$ cat config.mk
export PLATFORM = sky130hd
export DESIGN_NAME = vtts_ptr_table
export DESIGN_NICKNAME = d
export VERILOG_FILES = /design/src/rtl/vtts_pkg.sv /design/src/rtl/vtts_ptr_table.sv
export SDC_FILE = /design/constraint.sdc
export NUM_CORES = 1
export LEC_CHECK = 0
export BUFFER_PORTS_ARGS = -buffer_cell sky130_fd_sc_hd__buf_2
export CORE_MARGIN = 2
export CORE_UTILIZATION = 50
export CTS_CLUSTER_DIAMETER = 100
export DETAILED_ROUTE_END_ITERATION = 10
export PLACE_DENSITY = 0.67
export SLEW_MARGIN = 20
export SYNTH_ARGS = -nofsm -noshare
export SYNTH_HDL_FRONTEND = slang
export SYNTH_SLANG_ARGS = --single-unit
export TNS_END_PERCENT = 20
$ cat constraint.sdc
create_clock -name clk_i -period 3.4 [get_ports clk_i]
set_input_delay 0.34 -clock clk_i [delete_from_list [all_inputs] [get_ports clk_i]]
set_output_delay 0.34 -clock clk_i [all_outputs]
set_load 0.03 [all_outputs]
$ cat src/rtl/vtts_pkg.sv
// shared types and constants for the timed valve toggle sequencer
`default_nettype none

package vtts_pkg;

  localparam int unsigned VALVE_COUNT = 7;
  localparam int unsigned LIST_DEPTH  = 1024;
  localparam int unsigned TIME_W      = 16;
  localparam int unsigned ELAPSED_W   = 32;

  localparam int unsigned V_W    = (VALVE_COUNT > 1) ? $clog2(VALVE_COUNT) : 1;
  localparam int unsigned PTR_W  = $clog2(LIST_DEPTH);
  localparam int unsigned CNT_W  = $clog2(LIST_DEPTH + 1);
  localparam int unsigned MEM_DEPTH = VALVE_COUNT * LIST_DEPTH;
  localparam int unsigned ADDR_W = $clog2(MEM_DEPTH);

  // valve four is normally open, its pin level is inverted
  localparam logic [VALVE_COUNT-1:0] NO_VALVE_MASK = VALVE_COUNT'(32'h10);

  typedef enum logic [2:0] {
    CMD_TICK    = 3'd0,
    CMD_CLEAR   = 3'd1,
    CMD_APPEND  = 3'd2,
    CMD_START   = 3'd3,
    CMD_ESTOP   = 3'd4,
    CMD_SET     = 3'd5,
    CMD_IGN_ON  = 3'd6,
    CMD_IGN_OFF = 3'd7
  } cmd_e;

  typedef enum logic [1:0] {
    S_IDLE,
    S_LOOK,
    S_TEST,
    S_FIN
  } seq_state_e;

  typedef struct packed {
    logic           clear;
    logic           inc_cnt;
    logic           inc_rp;
    logic [V_W-1:0] idx;
  } ptr_ctl_t;

  typedef struct packed {
    logic [CNT_W-1:0] rp;
    logic [CNT_W-1:0] cnt;
    logic             live;
    logic             full;
  } ptr_stat_t;

  function automatic logic [ADDR_W-1:0] list_addr(logic [V_W-1:0] v, logic [CNT_W-1:0] p);
    logic [ADDR_W-1:0] base;
    base = ADDR_W'(v) * ADDR_W'(LIST_DEPTH);
    return base + ADDR_W'(p[PTR_W-1:0]);
  endfunction

endpackage

`default_nettype wire

$ cat src/rtl/vtts_ptr_table.sv
// per valve read pointers and entry counts
`default_nettype none

module vtts_ptr_table
  import vtts_pkg::*;
(
  input  wire logic      clk_i,
  input  wire logic      rst_ni,
  input  wire ptr_ctl_t  ctl_i,
  output ptr_stat_t      stat_o
);

  logic [CNT_W-1:0] rp_q  [VALVE_COUNT];
  logic [CNT_W-1:0] cnt_q [VALVE_COUNT];
  logic             idx_ok;

  assign idx_ok = (32'(ctl_i.idx) < VALVE_COUNT);

  always_comb begin
    stat_o.rp  = idx_ok ? rp_q[ctl_i.idx]  : '0;
    stat_o.cnt = idx_ok ? cnt_q[ctl_i.idx] : '0;
    stat_o.live = (stat_o.rp < stat_o.cnt);
    stat_o.full = (stat_o.cnt >= CNT_W'(LIST_DEPTH));
  end

  always_ff @(posedge clk_i or negedge rst_ni) begin
    if (!rst_ni) begin
      for (int i = 0; i < VALVE_COUNT; i++) begin
        rp_q[i]  <= '0;
        cnt_q[i] <= '0;
      end
    end else if (ctl_i.clear) begin
      for (int i = 0; i < VALVE_COUNT; i++) begin
        rp_q[i]  <= '0;
        cnt_q[i] <= '0;
      end
    end else if (idx_ok) begin
      if (ctl_i.inc_cnt) begin
        cnt_q[ctl_i.idx] <= cnt_q[ctl_i.idx] + CNT_W'(1);
      end
      if (ctl_i.inc_rp) begin
        rp_q[ctl_i.idx] <= rp_q[ctl_i.idx] + CNT_W'(1);
      end
    end
  end

endmodule

`default_nettype wire

# Word-level counts from Yosys, hierarchy flattened
# Cells that the tools add are included.
# W data, S select, Z words.
dict set report word_totals {
  input_bits 8
  wordCells 46
  ramBits 0
  latchBits 0
  ff_bits 154
  output_inout_bits 24
  n_memories 0
  romBits 0
}
dict set report classes {
  n_mul 0
  n_bitwise 1
  div 0
  reduce_logical 6
  shifts 0
  addsub 2
  n_lt_le_gt_ge 5
  mux 18
  eq_ne 0
}
# cell n
set op_table {}
lappend op_table {{$mux W77} 6}
lappend op_table {{$bwmux W77} 2}
lappend op_table {{$mux W11} 7}
lappend op_table {{$bmux W11 S3} 2}
lappend op_table {{$demux W11 S3} 1}
lappend op_table {{$add A11 B1 Y11 const B} 2}
lappend op_table {{$ge A11 B11 Y1 const B} 1}
lappend op_table {{$lt A11 B11 Y1} 1}
lappend op_table {{$reduce_bool A2 Y1} 3}
lappend op_table {{$ge A4 B4 Y1 const B} 1}
lappend op_table {{$lt A4 B1 Y1 const B} 1}
lappend op_table {{$not A3 Y4} 1}
lappend op_table {{$reduce_and A2 Y1} 2}
lappend op_table {{$lt A3 B3 Y1 const B} 1}
lappend op_table {{$logic_and A1 B1 Y1} 1}

# Longest topological paths before layout
# Gate-level depths: netlist (run 1).
dict set report logic_depth {
  depth_word 9
  depth_mapped 13
}

# Worst setup path after synthesis (run 1)
# OpenSTA, ideal clock, no wires.
dict set report synth_path {
  path_kind {input to output}
  startpoint {input port ctl_i[0] in the netlist's numbering}
  endpoint {output port stat_o[1] in the netlist's numbering}
  setup_slack_ps -615
  required_time_ps 3060
  t_arrival_ps 3675
  path_buffers 2
  stages 12
  path_cell_list {buf_6 buf_12 mux2i_1 o22ai_1 a311oi_2 inv_1 ha_1 a21o_1 maj3_2 a21oi_1 nor2_1 a2111oi_1}
}
# item line
set synth_rtl {}
lappend synth_rtl {{from (decl)} vtts_ptr_table.sv:9} ;# input wire ptr_ctl_t ctl_i,
lappend synth_rtl {{to (decl)} vtts_ptr_table.sv:10} ;# output ptr_stat_t stat_o

==> results.sh, run 1 <==
export IMPL_outcome="complete, but fails checks"
export IMPL_violations="negative hold slack"
export IMPL_period_share=0.961
export IMPL_syn_num_nets=662
export IMPL_synth_seq_area_share=0.491
export IMPL_dieHeight_microns=129
export IMPL_drv_slew=0
export IMPL_synth_ff_type="dfrtp_1"
export IMPL_worst_slew_pin_slew_ns=1.10
export IMPL_antenna_left=0
export IMPL_vdd_drop_max_uv=378
export IMPL_endpoint_kind="output port"
export IMPL_drt_iter0_drc=626
export IMPL_firstDrtPassIters=5
export IMPL_rows=45
export IMPL_max_freq_mhz=306
export IMPL_crit_chain="mux4_1 -> o21ai_1 -> ha_1 -> a21o_1 -> a21o_1 -> a2111oi_4 -> buf_4"
export IMPL_whs_ns=-0.00469
export IMPL_max_stage_delay_ns=0.51
export IMPL_grt_setup_unrepaired="no"
export IMPL_grt_max_degree=92
export IMPL_cts_tree="yes"
export IMPL_initial_core_util=0.514
export IMPL_crit_slowest_cell="mux4_1"
export IMPL_timing_rr_end="cnt_q[10]"
export IMPL_ys_seq_elements=154
export IMPL_critPathArrivalTime_ns=2.93
export IMPL_cts_sinks=154
export IMPL_post_route_min_period_ns=3.27
export IMPL_io_buffer_count=31
export IMPL_fillCellCount=1234
export IMPL_crit_fanout=3
export IMPL_diodes=0
export IMPL_leakage_nw=4.43
export IMPL_drc=0
export IMPL_htree_levels=4
export IMPL_finalPower_w=0.00448
export IMPL_final_common_cell="dfrtp_1"
export IMPL_vias=6067
export IMPL_gr_total_overflow=0
export IMPL_power_density_nw_per_um2=494
export IMPL_worstPathRequired_ns=3.06
export IMPL_grt_pass1_wl_mm=36.9
export IMPL_drive_gt1_frac=0.237
export IMPL_clock_path_buffers=2
export IMPL_crit_family="compound AO/OA/AOI/OAI gates"
export IMPL_post_place_cells=894
export IMPL_tns_ns=0
export IMPL_design_core_area_sq_um=15300
export IMPL_track_usage=0.299
export IMPL_final_cell_mix="154 x dfrtp_1, 145 x a22o_1, 56 x buf_4, 47 x mux2i_1, 28 x buf_2"
export IMPL_stdcell_count=923
export IMPL_syn_inst=643
export IMPL_synth_area_sq_um=7850
export IMPL_cts_made_buffers=17
export IMPL_synth_distinct_cells=60
export IMPL_die_w_microns=129
export IMPL_worstSetupPathType="register to output port"
export IMPL_hold_viol_final=1
export IMPL_wire_per_inst_microns=25.3
export IMPL_wirelength_mm=23.3
export IMPL_hp_class="primary input to asynchronous set/reset pin"
export IMPL_cap_violations=0
export IMPL_yosysWarnings=0
export IMPL_ff2ff_path_depth=7
export IMPL_reg2reg_from="cnt_q[45]"
export IMPL_avgViaCountPerCell=6.57
export IMPL_cpMostUsedCell="a21o_1"
export IMPL_startpoint_type="register"
export IMPL_layout_nets=721
export IMPL_die_area_sq_um=16700
export IMPL_clk_pin_slew_ns=0.06
export IMPL_syn_to_final_growth_pct=15.7
export IMPL_grt_pass1_vias=6223
export IMPL_setup_viol=0
export IMPL_synthArstFlopShare=1.00
export IMPL_antenna_found_initial=0
export IMPL_cts_hold_buf=0
export IMPL_r2r_setup_slack_ns=0.99
export IMPL_dp_final_hpwl_mm=15.4
export IMPL_synth_edf_count=0
export IMPL_avgSynthCellArea_sq_um=12.2
export IMPL_place_congestion=0.897
export IMPL_insertion_delay_ns=0.44
export IMPL_path_buf_inv=1
export IMPL_ctsRootBufferMaster="clkbuf_16"
export IMPL_slew_headroom=0.261
export IMPL_io_pins=32
export IMPL_final_setup_skew_ns=0.0111
==> sequential cells by signal, indices dropped and copies added, names as in the netlist <==
signal	count
cnt_q	77
rp_q	77
==> cell type report <==
type | instances | area (sq um) | area share
Inverter | 29 | 109 | 0.0120
Multi-Input combinational cell | 411 | 3550 | 0.392
Timing Repair Buffer | 89 | 643 | 0.0709
Clock buffer | 20 | 457 | 0.0503
Sequential cell | 154 | 3850 | 0.425
Tap cell | 211 | 264 | 0.0291
Clock inverter | 9 | 195 | 0.0215
==> power breakdown <==
part / total (W) / switching [W] / internal (W) / leakage, nW
logic: 0.000465 / 0.000319 / 0.000146 / 1.96
registers: 0.00187 / 0.0000125 / 0.00185 / 2.14
clock network: 0.00215 / 0.000754 / 0.00140 / 0.322
==> synth_stat cells (5+ instances only) <==
library cell | n | area, sq um
o221ai_1 | 8 | 70.1
mux4_2 | 7 | 158
nand3b_1 | 5 | 37.5
o21ai_0 | 6 | 30.0
a31oi_1 | 8 | 50.1
a21o_1 | 5 | 37.5
nand2_1 | 26 | 97.6
buf_2 | 6 | 30.0
xnor2_2 | 13 | 211
nor2_1 | 19 | 71.3
a22oi_1 | 8 | 60.1
a22o_1 | 145 | 1270
buf_6 | 9 | 101
nand4_1 | 6 | 37.5
mux2_2 | 6 | 67.6
nor2b_1 | 6 | 37.5
dfrtp_1 | 154 | 3850
a21oi_1 | 12 | 60.1
clkbuf_1 | 23 | 86.3
mux2i_1 | 47 | 470
nand3_1 | 7 | 35.0
buf_4 | 5 | 37.5
ha_1 | 11 | 138
o2bb2ai_1 | 5 | 43.8
inv_1 | 28 | 105
nor3_2 | 6 | 60.1
==> kinds of logic (layout without fill, tap and decap cells) <==
group           after synthesis  count (layout)  synth area share
compound gates              225             225             0.237
xor+xnor                     19              19            0.0346
fa+ha+maj                    12              12            0.0190
buf+inv                      78             147            0.0589
flops                       154             154             0.491
mux                          62              62            0.0938
simple gates                 93              93            0.0651
==> layer usage <==
layer  GRT usage  routed length, microns  vias up
li1            -                       -     2562
met1       0.444                   10500     3185
met2       0.436                   10500      275
met3      0.0590                    1790       45
met4       0.115                     590        0
met5           0                       0        -
==> worst max path at each step <==
stage                     startpoint   endpoint  depth (start not counted)
after floorplan             ctl_i[1]  stat_o[1]                         11
after global placement      ctl_i[0]  stat_o[1]                         10
after detailed placement    ctl_i[0]  stat_o[1]                         10
after CTS                   ctl_i[0]  stat_o[1]                         10
after global routing        rp_q[14]  stat_o[1]                         11
final                      cnt_q[63]  stat_o[1]                          7
==> through the flow <==
stage	util	setup slack [ns]	hold slack [ns]	cell area, sq um
2_1_floorplan	-	0.0997	0.0444	7860
3_3_place_gp	0.551	0.114	0.466	8410
3_5_place_dp	0.551	0.0336	0.474	8410
4_1_cts	0.594	0.0293	0.0317	9070
5_1_grt	0.595	0.00288	0.0578	9080
6_report	0.595	0.133	-0.00469	9080
==> what timing repair did <==
item / 4_1_cts / 5_1_grt
gates resized for setup: 0 / 5
setup buffers: 0 / 0
setup endpoints to repair: 0 / 1
hold endpoints to repair: 0 / 0
(Power assumes the default switching activity.)
==> run 2, diff against run 1 <==
--- a/config.mk
+++ b/config.mk
@@ -5,6 +5,7 @@
 export SDC_FILE = /design/constraint.sdc
 export NUM_CORES = 1
 export LEC_CHECK = 0
+export ABC_AREA = 1
 export BUFFER_PORTS_ARGS = -buffer_cell sky130_fd_sc_hd__buf_2
 export CORE_MARGIN = 2
 export CORE_UTILIZATION = 50
==> run 2 against run 1 <==
The flow now finishes without violations. Non-clock buffer count is 36 lower. Die area up 12%. Sequential cell count unchanged. Combinational power shrank 11%. Utilization fell by 2.3 points. Final area up 9.0%. Sequential power is essentially flat. Clock power down 2%. Highest routed layer unchanged.
==> results.sh, run 2 <==
export IMPL_outcome="finished, final reports clean"
export IMPL_clock_path_buffers=2
export IMPL_startpoint_type="primary input"
export IMPL_layout_nets=1168
export IMPL_final_setup_skew_ns=0.00968
export IMPL_diodes=0
export IMPL_cts_made_buffers=17
export IMPL_synth_edf_count=0
export IMPL_ctsRootBufferMaster="clkbuf_16"
export IMPL_cap_violations=0
export IMPL_crit_fanout=37
export IMPL_p_clk_frac=0.483
export IMPL_postPlaceCellArea_sq_um=9230
export IMPL_drv_slew=0
export IMPL_finalPower_w=0.00438
export IMPL_worst_slew_pin_slew_ns=0.792
export IMPL_slew_headroom=0.466
export IMPL_yosysMostFrequentCell="nand2_1"
export IMPL_critPathLaunch="ctl_i[0]"
export IMPL_swShare=0.252
export IMPL_cts_resized=0
export IMPL_hp_class="register to register"
export IMPL_place_congestion=0.892
export IMPL_htree_levels=4
export IMPL_io_pins=32
export IMPL_synth_distinct_cells=41
export IMPL_synth_common_cells="409 x nand2_1, 154 x dfrtp_1, 101 x inv_1"
export IMPL_max_freq_mhz=341
export IMPL_endpoint_kind="output port"
export IMPL_dp_final_hpwl_mm=17.3
export IMPL_final_cell_mix="409 x nand2_1, 154 x dfrtp_1, 101 x inv_1, 99 x nand3_1, 60 x o21ai_0"
export IMPL_power_density_nw_per_um2=443
export IMPL_yosysWarnings=0
export IMPL_ys_top_cells_by_area="dfrtp_1 44%, nand2_1 17%, nand3_1 5.6%"
export IMPL_fin_area_sq_um=9890
export IMPL_worstSetupPathType="primary input to output port"
export IMPL_gr_total_overflow=0
export IMPL_seqPwrFrac=0.423
export IMPL_vdd_drop_max_uv=365
export IMPL_die_w_microns=137
export IMPL_initial_core_util=0.511
export IMPL_combPwrFrac=0.095
export IMPL_rows=48
export IMPL_whs_ns=0.480
export IMPL_syn_to_final_growth_pct=11.9
export IMPL_antenna_left=0
export IMPL_wirelength_mm=25.6
export IMPL_vias=7737
export IMPL_fillCellCount=1583
export IMPL_wire_per_inst_microns=18.4
export IMPL_syn_num_nets=1132
export IMPL_insertion_delay_ns=0.44
export IMPL_io_buffer_count=31
export IMPL_grt_pass1_vias=7234
export IMPL_grt_max_degree=83
export IMPL_syn_inst=1113
export IMPL_hp_start="rp_q[32]"
export IMPL_leakage_nw=5.01
export IMPL_ys_seq_elements=154
export IMPL_design_core_area_sq_um=17300
export IMPL_yosysTopAreaCellShare=0.436
export IMPL_r2r_setup_slack_ns=1.01
export IMPL_synth_top_area_cell="dfrtp_1"
export IMPL_drt_iter0_drc=879
export IMPL_grt_pass1_wl_mm=40.3
export IMPL_post_route_min_period_ns=2.93
export IMPL_ff2ff_path_depth=9
export IMPL_cts_tree="yes"
export IMPL_synth_area_sq_um=8840
export IMPL_track_usage=0.286
export IMPL_critPathArrivalTime_ns=2.59
export IMPL_synth_ff_type="dfrtp_1"
export IMPL_die_area_sq_um=18800
export IMPL_period_share=0.863
export IMPL_tns_ns=0
export IMPL_min_path_cells=2
export IMPL_p_switching_w=0.00110
export IMPL_drc=0
export IMPL_synthArstFlopShare=1.00
export IMPL_clk_pin_slew_ns=0.06
export IMPL_synth_seq_area_share=0.436
export IMPL_worstPathRequired_ns=3.06
export IMPL_drive_gt1_frac=0.185
export IMPL_holdPathEnd="rp_q[32]"
export IMPL_avgViaCountPerCell=5.58
export IMPL_setup_viol=0
export IMPL_antenna_found_initial=0
export IMPL_p_int_w=0.00328
export IMPL_grt_setup_unrepaired="no"
export IMPL_fin_util=0.572
export IMPL_hold_viol_final=0
export IMPL_reg2reg_from="cnt_q[22]"
export IMPL_timing_rr_end="cnt_q[68]"
export IMPL_final_common_cell="nand2_1"
export IMPL_dieHeight_microns=137
export IMPL_cts_sinks=154
export IMPL_top_regs="cnt_q: 77 flops, rp_q: 77 flops"
export IMPL_avgSynthCellArea_sq_um=7.94
export IMPL_firstDrtPassIters=7
-- run 2: how the worst max path moves through the flow --
stage | slack (ns) | endpoint
6_report | 0.47 | stat_o[1]
3_3_place_gp | 0.51 | stat_o[1]
3_5_place_dp | 0.45 | stat_o[1]
2_1_floorplan | 0.39 | stat_o[1]
5_1_grt | 0.26 | stat_o[1]
4_1_cts | 0.45 | stat_o[1]
-- run 2: per-layer routing --
layer | GRT usage | vias up | routed length [microns]
li1 | - | 3660 | -
met1 | 0.390 | 3669 | 10900
met2 | 0.451 | 343 | 12100
met3 | 0.0522 | 65 | 1730
met4 | 0.118 | 0 | 848
met5 | 0 | - | 0
-- run 2: final cells by class --
class / instances / area, sq um / share of cell area
tap: 225 / 282 / 0.0285
timing repair buffer: 53 / 392 / 0.0396
clock inverter: 11 / 191 / 0.0194
inverter: 119 / 449 / 0.0454
multi-input combinational: 804 / 4260 / 0.431
clock buffer: 21 / 460 / 0.0466
sequential: 154 / 3850 / 0.390
-- run 2: kinds of logic after synthesis --
| family | share of synthesized area |
|---|---|
| simple gates | 0.349 |
| compound gates | 0.106 |
| xor+xnor | 0.0116 |
| buf+inv | 0.0817 |
| flops | 0.436 |
| fa+ha+maj | 0.0156 |
-- run 2: through the flow --
| step | instances | setup WS, ns |
|---|---|---|
| after floorplan | 1113 | 0.388 |
| after global placement | 1354 | 0.506 |
| after detailed placement | 1354 | 0.454 |
| after CTS | 1387 | 0.452 |
| after global routing | 1387 | 0.258 |
| final | 1387 | 0.466 |
-- run 2: timing repair --
action,in CTS,in global routing
hold buffers,1,0
setup buffers,0,0
endpoints found under the hold margin,27,0
-- run 2: power groups by stage --
stage | sequential (W) | combinational, W | clock [W]
after floorplan | 0.00188 | 0.000256 | 0
after global placement | 0.00188 | 0.000410 | 0
after detailed placement | 0.00188 | 0.000412 | 0
after CTS | 0.00185 | 0.000414 | 0.00212
after global routing | 0.00185 | 0.000447 | 0.00220
final | 0.00185 | 0.000414 | 0.00211
-- run 2: worst max-delay path, stage by stage --
cell and delay [ns]:
buf_2 0.15, buf_4 0.38, nand2_1 0.12, nand2_1 0.09, nand2_1 0.05, nand2_1 0.06, nand2_1 0.08, nand2_4 0.14
inv_1 0.10, ha_1 0.32, a21o_1 0.16, nand4_1 0.08, nand2_1 0.05, nand2_1 0.05, nand2_1 0.04, nor2_1 0.14
buf_2 0.22
==> run 3, diff against run 2 <==
--- a/config.mk
+++ b/config.mk
@@ -11,7 +11,7 @@
 export CORE_UTILIZATION = 50
 export CTS_CLUSTER_DIAMETER = 100
 export DETAILED_ROUTE_END_ITERATION = 10
-export PLACE_DENSITY = 0.67
+export PLACE_DENSITY = 0.77
 export SLEW_MARGIN = 20
 export SYNTH_ARGS = -nofsm -noshare
 export SYNTH_HDL_FRONTEND = slang
==> run 3 against run 2 <==
Clock power about the same. Hold slack worse by 0.0063 ns. Die area unchanged. Clock skew down 0.0033 ns. Register-to-register slack got worse by 0.06 ns. Clock-buffer cell count is 1 higher. Global-route usage is 0.81 points higher. Combinational power barely moved.
==> results.sh, run 3 (synthesis gave the netlist of run 2 again) <==
export IMPL_die_w_microns=137
export IMPL_cts_tree="yes"
export IMPL_drt_iter0_drc=947
export IMPL_post_place_cells=1349
export IMPL_min_path_cells=2
export IMPL_antenna_left=0
export IMPL_dp_final_hpwl_mm=16.9
export IMPL_grt_pass1_wl_mm=41.7
export IMPL_clk_pin_slew_ns=0.06
export IMPL_layout_nets=1163
export IMPL_rows=48
export IMPL_postPlaceCellArea_sq_um=9190
export IMPL_critPathLaunch="ctl_i[2]"
export IMPL_endpoint_kind="output port"
export IMPL_pre_cts_ws_ns=0.327
export IMPL_reg2reg_from="cnt_q[44]"
export IMPL_leakage_nw=5.00
export IMPL_timing_rr_end="cnt_q[24]"
export IMPL_firstDrtPassIters=8
export IMPL_wirelength_mm=26.3
export IMPL_htree_levels=4
export IMPL_multi_input_area_sq_um=4260
export IMPL_wire_per_inst_microns=19.0
export IMPL_cts_sinks=154
export IMPL_insertion_delay_ns=0.43
export IMPL_postCtsSetupBuffers=0
export IMPL_post_route_min_period_ns=3.12
export IMPL_final_seq_area_sq_um=3850
export IMPL_final_cell_mix="409 x nand2_1, 154 x dfrtp_1, 101 x inv_1, 99 x nand3_1, 60 x o21ai_0"
export IMPL_tns_ns=0
export IMPL_initial_core_util=0.511
export IMPL_r2r_setup_slack_ns=0.95
export IMPL_max_freq_mhz=321
export IMPL_ctsRootBufferMaster="clkbuf_16"
export IMPL_hp_class="register to register"
export IMPL_crit_end="stat_o[1]"
export IMPL_worst_slack_ns=0.282
export IMPL_fin_util=0.569
export IMPL_cap_violations=0
export IMPL_period_share=0.917
export IMPL_critPathArrivalTime_ns=2.78
export IMPL_crit_fanout=11
export IMPL_vias=8009
export IMPL_drv_slew=0
export IMPL_final_common_cell="nand2_1"
export IMPL_fillCellCount=1532
export IMPL_clock_path_buffers=2
export IMPL_top_regs="cnt_q: 77 flops, rp_q: 77 flops"
export IMPL_drive_gt1_frac=0.181
export IMPL_ff2ff_path_depth=9
export IMPL_outcome="finished, final reports clean"
export IMPL_dieHeight_microns=137
export IMPL_vdd_drop_max_uv=376
export IMPL_fin_area_sq_um=9850
export IMPL_grt_setup_unrepaired="no"
export IMPL_final_setup_skew_ns=0.00637
export IMPL_place_congestion=0.925
export IMPL_slew_headroom=0.505
export IMPL_worstSetupPathType="primary input to output port"
export IMPL_antenna_found_initial=0
export IMPL_avgViaCountPerCell=5.80
export IMPL_setup_viol=0
export IMPL_grt_max_degree=88
export IMPL_gr_total_overflow=0
export IMPL_cts_made_buffers=17
export IMPL_drc=0
export IMPL_design_core_area_sq_um=17300
export IMPL_worstPathRequired_ns=3.06
export IMPL_syn_to_final_growth_pct=11.5
export IMPL_die_area_sq_um=18800
export IMPL_hold_viol_final=0
export IMPL_track_usage=0.294
export IMPL_worst_slew_pin_slew_ns=0.740
export IMPL_startpoint_type="primary input"
export IMPL_cts_resized=0
export IMPL_io_pins=32
export IMPL_stdcell_count=1380
export IMPL_diodes=0
export IMPL_io_buffer_count=31
export IMPL_grt_pass1_vias=7799
export IMPL_power_density_nw_per_um2=445
-- run 3: cell count changes in the layout (fill, tap and decap cells not counted) --
cell / before / now
inv_6: 1 / 0
clkinvlp_4: 3 / 0
clkbuf_1: 2 / 1
clkbuf_8: 2 / 4
clkinv_2: 2 / 3
buf_4: 16 / 11
-- run 3: repair_timing --
item,in CTS,in global routing
setup endpoints to repair,0,0
hold buffers,1,0
hold endpoints to repair,73,0
-- run 3: cell type report --
| cell class | count | area share |
|---|---|---|
| repair buffers | 48 | 0.0360 |
| inverters | 119 | 0.0456 |
| multi-input cells | 804 | 0.433 |
| clock buffers | 22 | 0.0492 |
| clock inverters | 8 | 0.0168 |
| flip-flops and latches | 154 | 0.391 |
| well taps | 225 | 0.0286 |
-- run 3: worst min-delay path by stage --
stage | from | endpoint | slack (ns)
3_5_place_dp | rst_ni | cnt_q[44] | 0.42
3_3_place_gp | rst_ni | cnt_q[46] | 0.42
6_report | cnt_q[47] | cnt_q[47] | 0.47
2_1_floorplan | rst_ni | cnt_q[0] | 0.04
4_1_cts | cnt_q[47] | cnt_q[47] | 0.48
5_1_grt | cnt_q[47] | cnt_q[47] | 0.49
-- run 3: power breakdown --
group	internal (W)	switching [W]
sequential	0.00185	0.00000553
combinational	0.0000865	0.000329
clock	0.00137	0.000746
-- run 3: critical path: stages --
cell	delay, ns
buf_2	0.30
inv_2	0.20
nor2_4	0.35
nand3_1	0.12
nand2_1	0.12
nor2_1	0.07
ha_1	0.31
a21o_1	0.18
a31oi_1	0.30
nor2_1	0.10
nor2_1	0.15
buf_2	0.22
-- run 3: routing by layer --
layer | part of all wire | vias up | global-route usage
met5 | 0 | - | 0
met4 | 0.048 | 0 | 0.158
met3 | 0.083 | 105 | 0.0667
met2 | 0.47 | 424 | 0.466
met1 | 0.40 | 3831 | 0.375
li1 | - | 3649 | -
-- run 3: per-stage QoR --
stage / power [W] / hold WS [ns]
finish: 0.00438 / 0.473
global route: 0.00449 / 0.490
CTS: 0.00438 / 0.475
detailed placement: 0.00229 / 0.418
global placement: 0.00229 / 0.416
floorplan: 0.00214 / 0.0444
